### src/terl_pkg.sv
// Shared types and constants for the thermal event report limiter.
package terl_pkg;

    localparam int COUNT_WIDTH_DEF = 32;
    localparam int TOTAL_W         = 32;
    localparam int TIME_W          = 64;
    localparam int INTERVAL_W      = 32;
    localparam int CFG_ADDR_W      = 8;
    localparam int CFG_DATA_W      = 32;
    localparam int NUM_CHAN        = 4;
    localparam int IN_TDATA_W      = 72;
    localparam int OUT_TDATA_W     = 144;

    localparam logic [INTERVAL_W-1:0] CHECK_INTERVAL_RESET = 32'd300000;

    // Register indexes on the configuration port
    localparam logic [CFG_ADDR_W-1:0] REG_CHECK_INTERVAL = 8'd0;
    localparam logic [CFG_ADDR_W-1:0] REG_POWER_PRESENT  = 8'd1;
    localparam logic [CFG_ADDR_W-1:0] REG_PKG_PRESENT    = 8'd2;
    localparam logic [CFG_ADDR_W-1:0] REG_NOTIFY_ENABLE  = 8'd3;

    typedef enum logic [1:0] {
        REPORT_NONE   = 2'd0,
        REPORT_ASSERT = 2'd1,
        REPORT_NORMAL = 2'd2
    } report_t;

    typedef struct packed {
        report_t              report;
        logic [TOTAL_W-1:0]   total;
    } chan_res_t;

    typedef struct packed {
        chan_res_t [NUM_CHAN-1:0] chan;
        logic                     thresh0_notify;
        logic                     thresh1_notify;
    } result_t;

endpackage

### src/terl_chan_lane.sv
// One activity channel lane: flag, event count and report rate limiting.
module terl_chan_lane #(
    parameter int COUNT_WIDTH = terl_pkg::COUNT_WIDTH_DEF
) (
    input  logic                            aclk,
    input  logic                            aresetn,
    input  logic                            step,
    input  logic                            lane_en,
    input  logic                            bit_in,
    input  logic [terl_pkg::TIME_W-1:0]     now,
    input  logic [terl_pkg::INTERVAL_W-1:0] interval,
    output terl_pkg::chan_res_t             res
);
    import terl_pkg::*;

    logic                   active_reg;
    logic [COUNT_WIDTH-1:0] count_reg;
    logic [COUNT_WIDTH-1:0] reported_reg;
    logic [TIME_W-1:0]      next_check_reg;

    logic [COUNT_WIDTH-1:0] count_next;
    logic [COUNT_WIDTH-1:0] shown;
    logic [TIME_W-1:0]      diff;
    logic                   early;
    logic                   fire;
    logic                   run;
    report_t                report;

    assign count_next = bit_in ? count_reg + COUNT_WIDTH'(1) : count_reg;
    assign diff       = now - next_check_reg;
    assign early      = diff[TIME_W-1];
    assign fire       = !(early && (count_next != reported_reg));
    assign run        = step && lane_en;

    always_comb begin
        report = REPORT_NONE;
        if (lane_en && fire) begin
            if (bit_in) begin
                report = REPORT_ASSERT;
            end else if (active_reg) begin
                report = REPORT_NORMAL;
            end
        end
    end

    // A skipped lane shows the held count
    assign shown = lane_en ? count_next : count_reg;

    generate
        if (COUNT_WIDTH >= TOTAL_W) begin : g_trunc
            assign res.total = shown[TOTAL_W-1:0];
        end else begin : g_ext
            assign res.total = {{(TOTAL_W-COUNT_WIDTH){1'b0}}, shown};
        end
    endgenerate

    assign res.report = report;

    always_ff @(posedge aclk) begin
        if (!aresetn) begin
            active_reg     <= 1'b0;
            count_reg      <= '0;
            reported_reg   <= '0;
            next_check_reg <= '0;
        end else if (run) begin
            active_reg <= bit_in;
            count_reg  <= count_next;
            if (fire) begin
                reported_reg   <= count_next;
                next_check_reg <= now + {{(TIME_W-INTERVAL_W){1'b0}}, interval};
            end
        end
    end

    a_report_syncs: assert property (@(posedge aclk) disable iff (!aresetn)
        (run && fire) |=> (reported_reg == count_reg))
        else $error("reported count not taken on report");

    a_idle_holds: assert property (@(posedge aclk) disable iff (!aresetn)
        !run |=> ($stable(count_reg) && $stable(next_check_reg)))
        else $error("lane state moved without a transfer");

endmodule

### src/terl_thresh_lane.sv
// One threshold lane: notifications limited by check time.
module terl_thresh_lane (
    input  logic                            aclk,
    input  logic                            aresetn,
    input  logic                            step,
    input  logic                            notify_en,
    input  logic                            bit_in,
    input  logic [terl_pkg::TIME_W-1:0]     now,
    input  logic [terl_pkg::INTERVAL_W-1:0] interval,
    output logic                            notify
);
    import terl_pkg::*;

    logic [TIME_W-1:0] next_check_reg;
    logic [TIME_W-1:0] diff;

    assign diff   = now - next_check_reg;
    assign notify = notify_en && bit_in && !diff[TIME_W-1];

    always_ff @(posedge aclk) begin
        if (!aresetn) begin
            next_check_reg <= '0;
        end else if (step && notify) begin
            next_check_reg <= now + {{(TIME_W-INTERVAL_W){1'b0}}, interval};
        end
    end

endmodule

### src/terl_out_stage.sv
// Output register with skid entry so input is still taken while one result waits under backpressure.
module terl_out_stage (
    input  logic                aclk,
    input  logic                aresetn,
    input  logic                in_valid,
    output logic                in_ready,
    input  terl_pkg::result_t   in_data,
    output logic                out_valid,
    input  logic                out_ready,
    output terl_pkg::result_t   out_data
);
    import terl_pkg::*;

    logic    main_valid_reg;
    logic    skid_valid_reg;
    result_t main_reg;
    result_t skid_reg;
    logic    push;
    logic    main_free;

    assign in_ready  = !skid_valid_reg;
    assign push      = in_valid && in_ready;
    assign main_free = !main_valid_reg || out_ready;
    assign out_valid = main_valid_reg;
    assign out_data  = main_reg;

    always_ff @(posedge aclk) begin
        if (!aresetn) begin
            main_valid_reg <= 1'b0;
            skid_valid_reg <= 1'b0;
        end else if (main_free) begin
            if (skid_valid_reg) begin
                main_valid_reg <= 1'b1;
                skid_valid_reg <= push;
            end else begin
                main_valid_reg <= push;
            end
        end else if (push) begin
            skid_valid_reg <= 1'b1;
        end
    end

    always_ff @(posedge aclk) begin
        if (main_free) begin
            if (skid_valid_reg) begin
                main_reg <= skid_reg;
                if (push) begin
                    skid_reg <= in_data;
                end
            end else if (push) begin
                main_reg <= in_data;
            end
        end else if (push) begin
            skid_reg <= in_data;
        end
    end

    a_skid_behind_main: assert property (@(posedge aclk) disable iff (!aresetn)
        skid_valid_reg |-> main_valid_reg)
        else $error("skid entry held with empty output register");

    a_skid_drains: assert property (@(posedge aclk) disable iff (!aresetn)
        (skid_valid_reg && out_ready) |=> main_valid_reg)
        else $error("skid entry lost on drain");

endmodule

### src/thermal_event_report_limiter_top.sv
// Top level of the thermal event report limiter.
// Each input transfer's result is registered in the output stage before it appears on m_tdata.
// Throughput: one sample per cycle while s_tready is high; each lane updates its state in the transfer cycle.
// A two-entry output stage keeps s_tready high while one result waits on m_tready.
// Reset (aresetn, synchronous, active low) clears all lane state and output valids,
// and loads the configuration defaults.
module thermal_event_report_limiter_top #(
    parameter int COUNT_WIDTH = terl_pkg::COUNT_WIDTH_DEF
) (
    input  logic                             aclk,
    input  logic                             aresetn,
    // now_ticks[63:0], core_hot[64], core_power_limited[65], pkg_hot[66],
    // pkg_power_limited[67], thresh0_crossed[68], thresh1_crossed[69], zero pad
    input  logic [terl_pkg::IN_TDATA_W-1:0]  s_tdata,
    input  logic                             s_tvalid,
    output logic                             s_tready,
    // core_hot_report[1:0], core_power_report[3:2], pkg_hot_report[5:4],
    // pkg_power_report[7:6], thresh0_notify[8], thresh1_notify[9],
    // machine_check_log[10], core_hot_total[42:11], core_power_total[74:43],
    // pkg_hot_total[106:75], pkg_power_total[138:107], zero pad
    output logic [terl_pkg::OUT_TDATA_W-1:0] m_tdata,
    output logic                             m_tvalid,
    input  logic                             m_tready,
    input  logic                             cfg_wr_en,
    input  logic [terl_pkg::CFG_ADDR_W-1:0]  cfg_addr,
    input  logic [terl_pkg::CFG_DATA_W-1:0]  cfg_wdata
);
    import terl_pkg::*;

    logic [INTERVAL_W-1:0] interval_reg;
    logic                  power_present_reg;
    logic                  pkg_present_reg;
    logic                  notify_en_reg;

    logic                  step;
    logic [TIME_W-1:0]     now;
    logic [NUM_CHAN-1:0]   chan_bits;
    logic [NUM_CHAN-1:0]   chan_en;
    result_t               res;
    result_t               out_res;

    always_ff @(posedge aclk) begin
        if (!aresetn) begin
            interval_reg      <= CHECK_INTERVAL_RESET;
            power_present_reg <= 1'b1;
            pkg_present_reg   <= 1'b1;
            notify_en_reg     <= 1'b0;
        end else if (cfg_wr_en) begin
            unique case (cfg_addr)
                REG_CHECK_INTERVAL: interval_reg      <= cfg_wdata[INTERVAL_W-1:0];
                REG_POWER_PRESENT:  power_present_reg <= cfg_wdata[0];
                REG_PKG_PRESENT:    pkg_present_reg   <= cfg_wdata[0];
                REG_NOTIFY_ENABLE:  notify_en_reg     <= cfg_wdata[0];
                default: ;
            endcase
        end
    end

    logic in_ready;

    assign s_tready  = in_ready;
    assign step      = s_tvalid && in_ready;
    assign now       = s_tdata[TIME_W-1:0];
    assign chan_bits = s_tdata[TIME_W+NUM_CHAN-1:TIME_W];
    assign chan_en   = {pkg_present_reg && power_present_reg, pkg_present_reg,
                        power_present_reg, 1'b1};

    generate
        for (genvar i = 0; i < NUM_CHAN; i++) begin : g_chan
            terl_chan_lane #(
                .COUNT_WIDTH (COUNT_WIDTH)
            ) u_chan (
                .aclk     (aclk),
                .aresetn  (aresetn),
                .step     (step),
                .lane_en  (chan_en[i]),
                .bit_in   (chan_bits[i]),
                .now      (now),
                .interval (interval_reg),
                .res      (res.chan[i])
            );
        end
    endgenerate

    terl_thresh_lane u_thresh0 (
        .aclk      (aclk),
        .aresetn   (aresetn),
        .step      (step),
        .notify_en (notify_en_reg),
        .bit_in    (s_tdata[TIME_W+NUM_CHAN]),
        .now       (now),
        .interval  (interval_reg),
        .notify    (res.thresh0_notify)
    );

    terl_thresh_lane u_thresh1 (
        .aclk      (aclk),
        .aresetn   (aresetn),
        .step      (step),
        .notify_en (notify_en_reg),
        .bit_in    (s_tdata[TIME_W+NUM_CHAN+1]),
        .now       (now),
        .interval  (interval_reg),
        .notify    (res.thresh1_notify)
    );

    terl_out_stage u_out (
        .aclk      (aclk),
        .aresetn   (aresetn),
        .in_valid  (s_tvalid),
        .in_ready  (in_ready),
        .in_data   (res),
        .out_valid (m_tvalid),
        .out_ready (m_tready),
        .out_data  (out_res)
    );

    // Merge lane results into the packed result word
    assign m_tdata = {
        5'b0,
        out_res.chan[3].total,
        out_res.chan[2].total,
        out_res.chan[1].total,
        out_res.chan[0].total,
        (out_res.chan[0].report != REPORT_NONE),
        out_res.thresh1_notify,
        out_res.thresh0_notify,
        out_res.chan[3].report,
        out_res.chan[2].report,
        out_res.chan[1].report,
        out_res.chan[0].report
    };

endmodule
### config.mk
export PLATFORM = sky130hd
export DESIGN_NAME = thermal_event_report_limiter_top
export DESIGN_NICKNAME = d
export VERILOG_FILES = /design/src/terl_pkg.sv /design/src/terl_chan_lane.sv /design/src/terl_thresh_lane.sv /design/src/terl_out_stage.sv /design/src/thermal_event_report_limiter_top.sv
export SDC_FILE = /design/constraint.sdc
export NUM_CORES = 2
export LEC_CHECK = 0
export BUFFER_PORTS_ARGS = -buffer_cell sky130_fd_sc_hd__buf_4
export CAP_MARGIN = 40
export CORE_UTILIZATION = 46
export CTS_CLUSTER_SIZE = 12
export DETAILED_ROUTE_END_ITERATION = 12
export PLACE_DENSITY_LB_ADDON = 0.12
export SLEW_MARGIN = 20
export SYNTH_ARGS = -nofsm -noshare
export SYNTH_HDL_FRONTEND = slang
export SYNTH_HIERARCHICAL = 1
export SYNTH_SLANG_ARGS = --single-unit
### constraint.sdc
create_clock -name aclk -period 25 [get_ports aclk]
set_input_delay 5 -clock aclk [delete_from_list [all_inputs] [get_ports aclk]]
set_output_delay 5 -clock aclk [all_outputs]
set_load 0.01 [all_outputs]
### Word-level counts from Yosys, hierarchy flattened

Cells that the tools add are included.

* register bits after elaboration: 957
* input bits: 117
* output and inout bits: 146

* add/subtract/negate cells: 11
* eq/ne operators: 8
* multiplexer cells: 28
* bitwise logic cells: 4
* reduce and logical (&&, ||, !) cells: 39

Operator list (number)
* two-way mux 138 bit: 5
* subtractor 64 bit: 6
* two-way mux 32 bit: 7
* adder 32 x 1 -> 32 bit (second input constant): 4
* != test 32 bit: 4
* adder 64 x 32 -> 64 bit: 1
* two-way mux 2 bit: 12
* logical AND 1 bit: 18
* AND reduction 2 bit: 9
* == test 8 x 2 -> 1 bit (second input constant): 2
* == test 8 x 1 -> 1 bit (second input constant): 1
* logical NOT 8 bit: 1
* logical NOT 1 bit: 7
* nonzero test 2 bit: 3
* two-way mux 1 bit: 4
* NOT 1 bit: 4
* != test 2 x 1 -> 1 bit (second input constant): 1
* logical OR 1 bit: 1

### Logic depth before layout (Yosys ltp)

* depth after elaboration: 10
* gate-level depth with buffers: 15
* gate-level depth less buffers: 13

### By module

Netlist, hierarchy kept.

By module, submodules not included
* terl_chan_lane at g_chan[0].u_chan ...: times used 3, cells an instance 1420, area each 10815.4 um2
* terl_chan_lane at g_chan[1].u_chan: times used 1, cells an instance 1494, area each 11398.4 um2
* terl_out_stage: times used 1, cells an instance 439, area each 10407.5 um2
* terl_thresh_lane at u_thresh1: times used 1, cells an instance 804, area each 6384.9 um2
* terl_thresh_lane at u_thresh0: times used 1, cells an instance 780, area each 6155.9 um2
* thermal_event_report_limiter_top: times used 1, cells an instance 166, area each 1590.3 um2

### Least setup slack after synthesis

Ideal clock, no wire load.

* kind: input to register
* from: input m_tready
* to: register u_out/skid_reg[0] (netlist name), enable pin
* arrival: 15171 ps
* required time: 24168 ps
* path slack: 8997 ps
* stages: 2
* path buffers: 0
* path through: nand2b_1 nor3b_1

* word-level cells in the longest chain between the ends: 2

RTL lines
* start, declared: line thermal_event_report_limiter_top.sv:23 `input logic m_tready,`
* logical OR 1 bit: line terl_out_stage.sv:23 `assign main_free = !main_valid_reg || out_ready;`
* != test 2 x 1 -> 1 bit (no line)
* end signal, assigned: line terl_out_stage.sv:48 `skid_reg <= in_data;`
* end signal, assigned: line terl_out_stage.sv:54 `skid_reg <= in_data;`
* end, declared: line terl_out_stage.sv:17 `result_t skid_reg;`

Every way passes these cells.
A chain may end at the register's enable or synchronous reset.

### Worst setup path after layout

* from: input s_tdata[64] (netlist name)
* to: register g_chan[0].u_chan.next_check_reg[14]

* word-level cells in the longest chain between the ends: 5

RTL lines
* start, declared: line thermal_event_report_limiter_top.sv:14 `input logic [terl_pkg::IN_TDATA_W-1:0] s_tdata,`
* two-way mux 32 bit: line terl_chan_lane.sv:29 `assign count_next = bit_in ? count_reg + COUNT_WIDTH'(1) : count_reg;`
* != test 32 bit: line terl_chan_lane.sv:32 `assign fire = !(early && (count_next != reported_reg));`
* logical AND 1 bit: line terl_chan_lane.sv:32
* NOT 1 bit (no line)
* AND reduction 2 bit (no line)
* end signal, assigned: line terl_chan_lane.sv:70 `next_check_reg <= now + {{(TIME_W-INTERVAL_W){1'b0}}, interval};`
* end, declared: line terl_chan_lane.sv:19 `logic [TIME_W-1:0] next_check_reg;`

Every way passes these cells.

==> flow_summary.toml <==
[die]
ios = 263
std_cell_rows = 141
die_w_um = 387.6
fp.coreArea_um2 = 147700
dieArea_um2 = 150200
start_util_pct = 46.31
die_y_um = 387.6

[clock_tree]
path_clk_slew_ns = 0.06
postCtsSetupRepairBufs = 0
cts_tree = "yes"
insertion_delay_ns = 0.75
cts_sinks = 957
clockBufferDepth = 3
cts_hold_buf = 0
cts_root_buffer = "clkbuf_16"
h-tree-depth = 3
post_cts_resized = 0
cts_buffers = 114

[global_route]
grt_pass1_wl_um = 300900
grt_antenna_before_repair = 6
grt_overflow = 0
grt_pass1_vias = 53841
grt.total_usage_pct = 24.72
grt_max_degree = 139

[setup_path]
r2r-start = "g_chan[0].u_chan/count_reg[0]$_SDFFE_PN0P_"
cp-end-kind = "register"
reg2reg_slack_ns = 19.45
worstPathArrival_ns = 9.96
required_ns = 25.63
cp_max_fo = 61
critPathLaunchType = "input pin"
critical_path_class = "in2reg"
worst-r2r-cell-count = 13
r2r_end = "g_chan[0].u_chan/next_check_reg[14]$_SDFFE_PN0P_"

[timing]
rsz0062_at_grt = "false"
hold_viol = 0
clock_skew_ns = 0.05423
maxSlewHeadroom_pct = 41.96
fin_crit_sh_pct = 37.32
post-route-min-period_ns = 9.330
final.setup.tns_ns = 0
max_slew.worst_pin.slew_ns = 0.8706
max_freq_ghz = 0.1072
setup_ws_ns = 15.67
finalSetupViolations = 0
slew_violations = 0
holdWs_ns = 0.4502

[pwr]
powerDensity_nw_per_um2 = 57.48
p_leak_nw = 28.76
irDropWorstVdd_mv = 0.05418

[synthesis]
synth_fa_ha_area_share_pct = 10.57
ys_ff_latch = 957
synth-xor-area-share_pct = 10.04
synth_top_family_by_area = "simple AND/OR/NAND/NOR gates"
ys.flop_type = "dfxtp_1"
yosysWarnings = 6
ys_top_cells_by_area = "dfxtp_1 (20%), edfxtp_1 (12%), ha_1 (10%)"
yosysTopAreaCellShare_pct = 19.94
synth-edff-count = 276
synthSimpleGateAreaFrac_pct = 18.93
synth_largest_area_cell = "dfxtp_1"
synth_compound_area_share_pct = 16.61
synthMuxAreaShare_pct = 5.769
ys_seq_area_share_pct = 32.06
syn_inst = 7943
avgSynthCellArea_um2 = 8.609
synthArstFlopShare_pct = 0
synth_cell_types = 117
netlist_area_um2 = 68380

[outcome]
status = "complete, no violations"

[detailed_routing]
drcViolationCount = 0
via_count = 56819
wirelength_um = 191700
drt-pass1-iter-count = 6
wl_per_cell_um = 19.21
ant_nets = 0
vias_per_cell = 5.695
drt_iter0_drc = 3724

[final_layout]
layout_commonest_cell = "nand2_1"
largest_reg_flops = 256
drive_above_1_share_pct = 10.39
syn2layout_area_growth_pct = 9.904
fillers = 14166
nNetsFinal = 8641
final_cell_mix = "nand2_1 (934), dfxtp_1 (680), a21oi_1 (596)"

[flow_run]
cap_violations = 0

[min_path]
worstHoldPathCells = 2
whs_endpoint = "g_chan[0].u_chan/next_check_reg[16]$_SDFFE_PN0P_"
hp-start = "g_chan[0].u_chan/next_check_reg[16]$_SDFFE_PN0P_"
hold_path.class = "reg2reg"

[place]
hpwlAfterDp_um = 139500
place_congestion = 0.9123
post-place-ws_ns = 14.66
port_buffers = 255
-- cells by family after synthesis --
kind of cell,Yosys count
and+or+nand+nor,2632
AOI/OAI and AO/OA,1729
DFF,957
buffers and inverters,950
xor gates and xnor gates,758
adders and majority gates,574
muxes,341
other,2
-- worst max path at each step --
stage           startpoint                                                to  slack, ns  depth (start not counted)
6_report       s_tdata[64]  g_chan[0].u_chan/next_check_reg[14]$_SDFFE_PN0P_      15.67                         14
4_1_cts        s_tdata[67]  g_chan[3].u_chan/next_check_reg[28]$_SDFFE_PN0P_      15.42                         12
3_5_place_dp   s_tdata[67]  g_chan[3].u_chan/next_check_reg[28]$_SDFFE_PN0P_      14.66                         12
2_1_floorplan     m_tready                       u_out/skid_reg[0]$_DFFE_PP_       9.00                          2
3_3_place_gp   s_tdata[64]  g_chan[0].u_chan/next_check_reg[28]$_SDFFE_PN0P_      14.65                         12
5_1_grt        s_tdata[64]  g_chan[0].u_chan/next_check_reg[14]$_SDFFE_PN0P_      15.17                         14
-- power breakdown --
group	internal, mW	switching, mW
Clock	0.964	0.698
Sequential	1.72	0.0683
Combinational	0.353	0.520
Total	3.03	1.29
-- critical path, cell delays in order --
cell,delay (ns)
buf_4,0.18
nand4_4,0.32
nor3_1,0.58
xor2_1,0.16
a2111oi_0,0.58
buf_1,0.21
nand4_1,0.10
or4_1,0.58
nor4_2,0.45
or3_4,0.71
buf_4,0.46
buf_12,0.28
nor2_1,0.07
a211oi_1,0.21
-- Yosys cell counts, types with 27 or more instances --
cell type,n
nand2_1,934
dfxtp_1,681
a21oi_1,596
ha_1,568
nor2_1,535
inv_1,498
xnor2_1,423
o21ai_0,359
xor2_1,319
edfxtp_1,276
nand3_1,239
clkbuf_1,222
nand4_1,205
mux2i_1,189
a21o_1,153
nor3_1,125
buf_2,124
a211oi_1,99
and3_1,88
mux2_4,88
or3_1,87
a211oi_2,78
nor2b_1,74
and2_1,60
mux2_2,59
nor4_1,54
nand2b_1,52
and4_1,50
a31oi_1,42
buf_4,40
o21a_1,33
o21bai_1,33
o2111ai_1,32
buf_1,27
-- per-layer routing --
layer,GRT usage [%],up-vias,wire [um]
met3,2.667,265,7809
met4,7.078,2,4677
met2,42.25,1217,90990
li1,-,28296,-
met1,32.80,27039,88160
met5,0,-,16
-- through the flow --
stage          instances  total power, mW  utilization [%]  area, um2
2_1_floorplan       7947            2.436                -      68400
3_3_place_gp        9732            2.649            48.05      70950
3_5_place_dp        9751            2.677            48.22      71200
4_1_cts             9962            4.362            50.72      74890
5_1_grt             9977            4.549            50.90      75160
6_report            9977            4.320            50.90      75160
-- layout make-up --
| class | instances | area, um2 | share of cell area (%) |
|---|---|---|---|
| timing repair buffer | 335 | 2805 | 3.732 |
| tap | 1930 | 2415 | 3.213 |
| antenna | 2 | 5.005 | 0.006659 |
| clock inverter | 49 | 556.8 | 0.7408 |
| sequential | 957 | 21920 | 29.17 |
| multi-input combinational | 6040 | 42420 | 56.45 |
| inverter | 502 | 1892 | 2.517 |
| clock buffer | 162 | 3134 | 4.170 |
No activity file was read; power rests on OpenSTA's default activity.
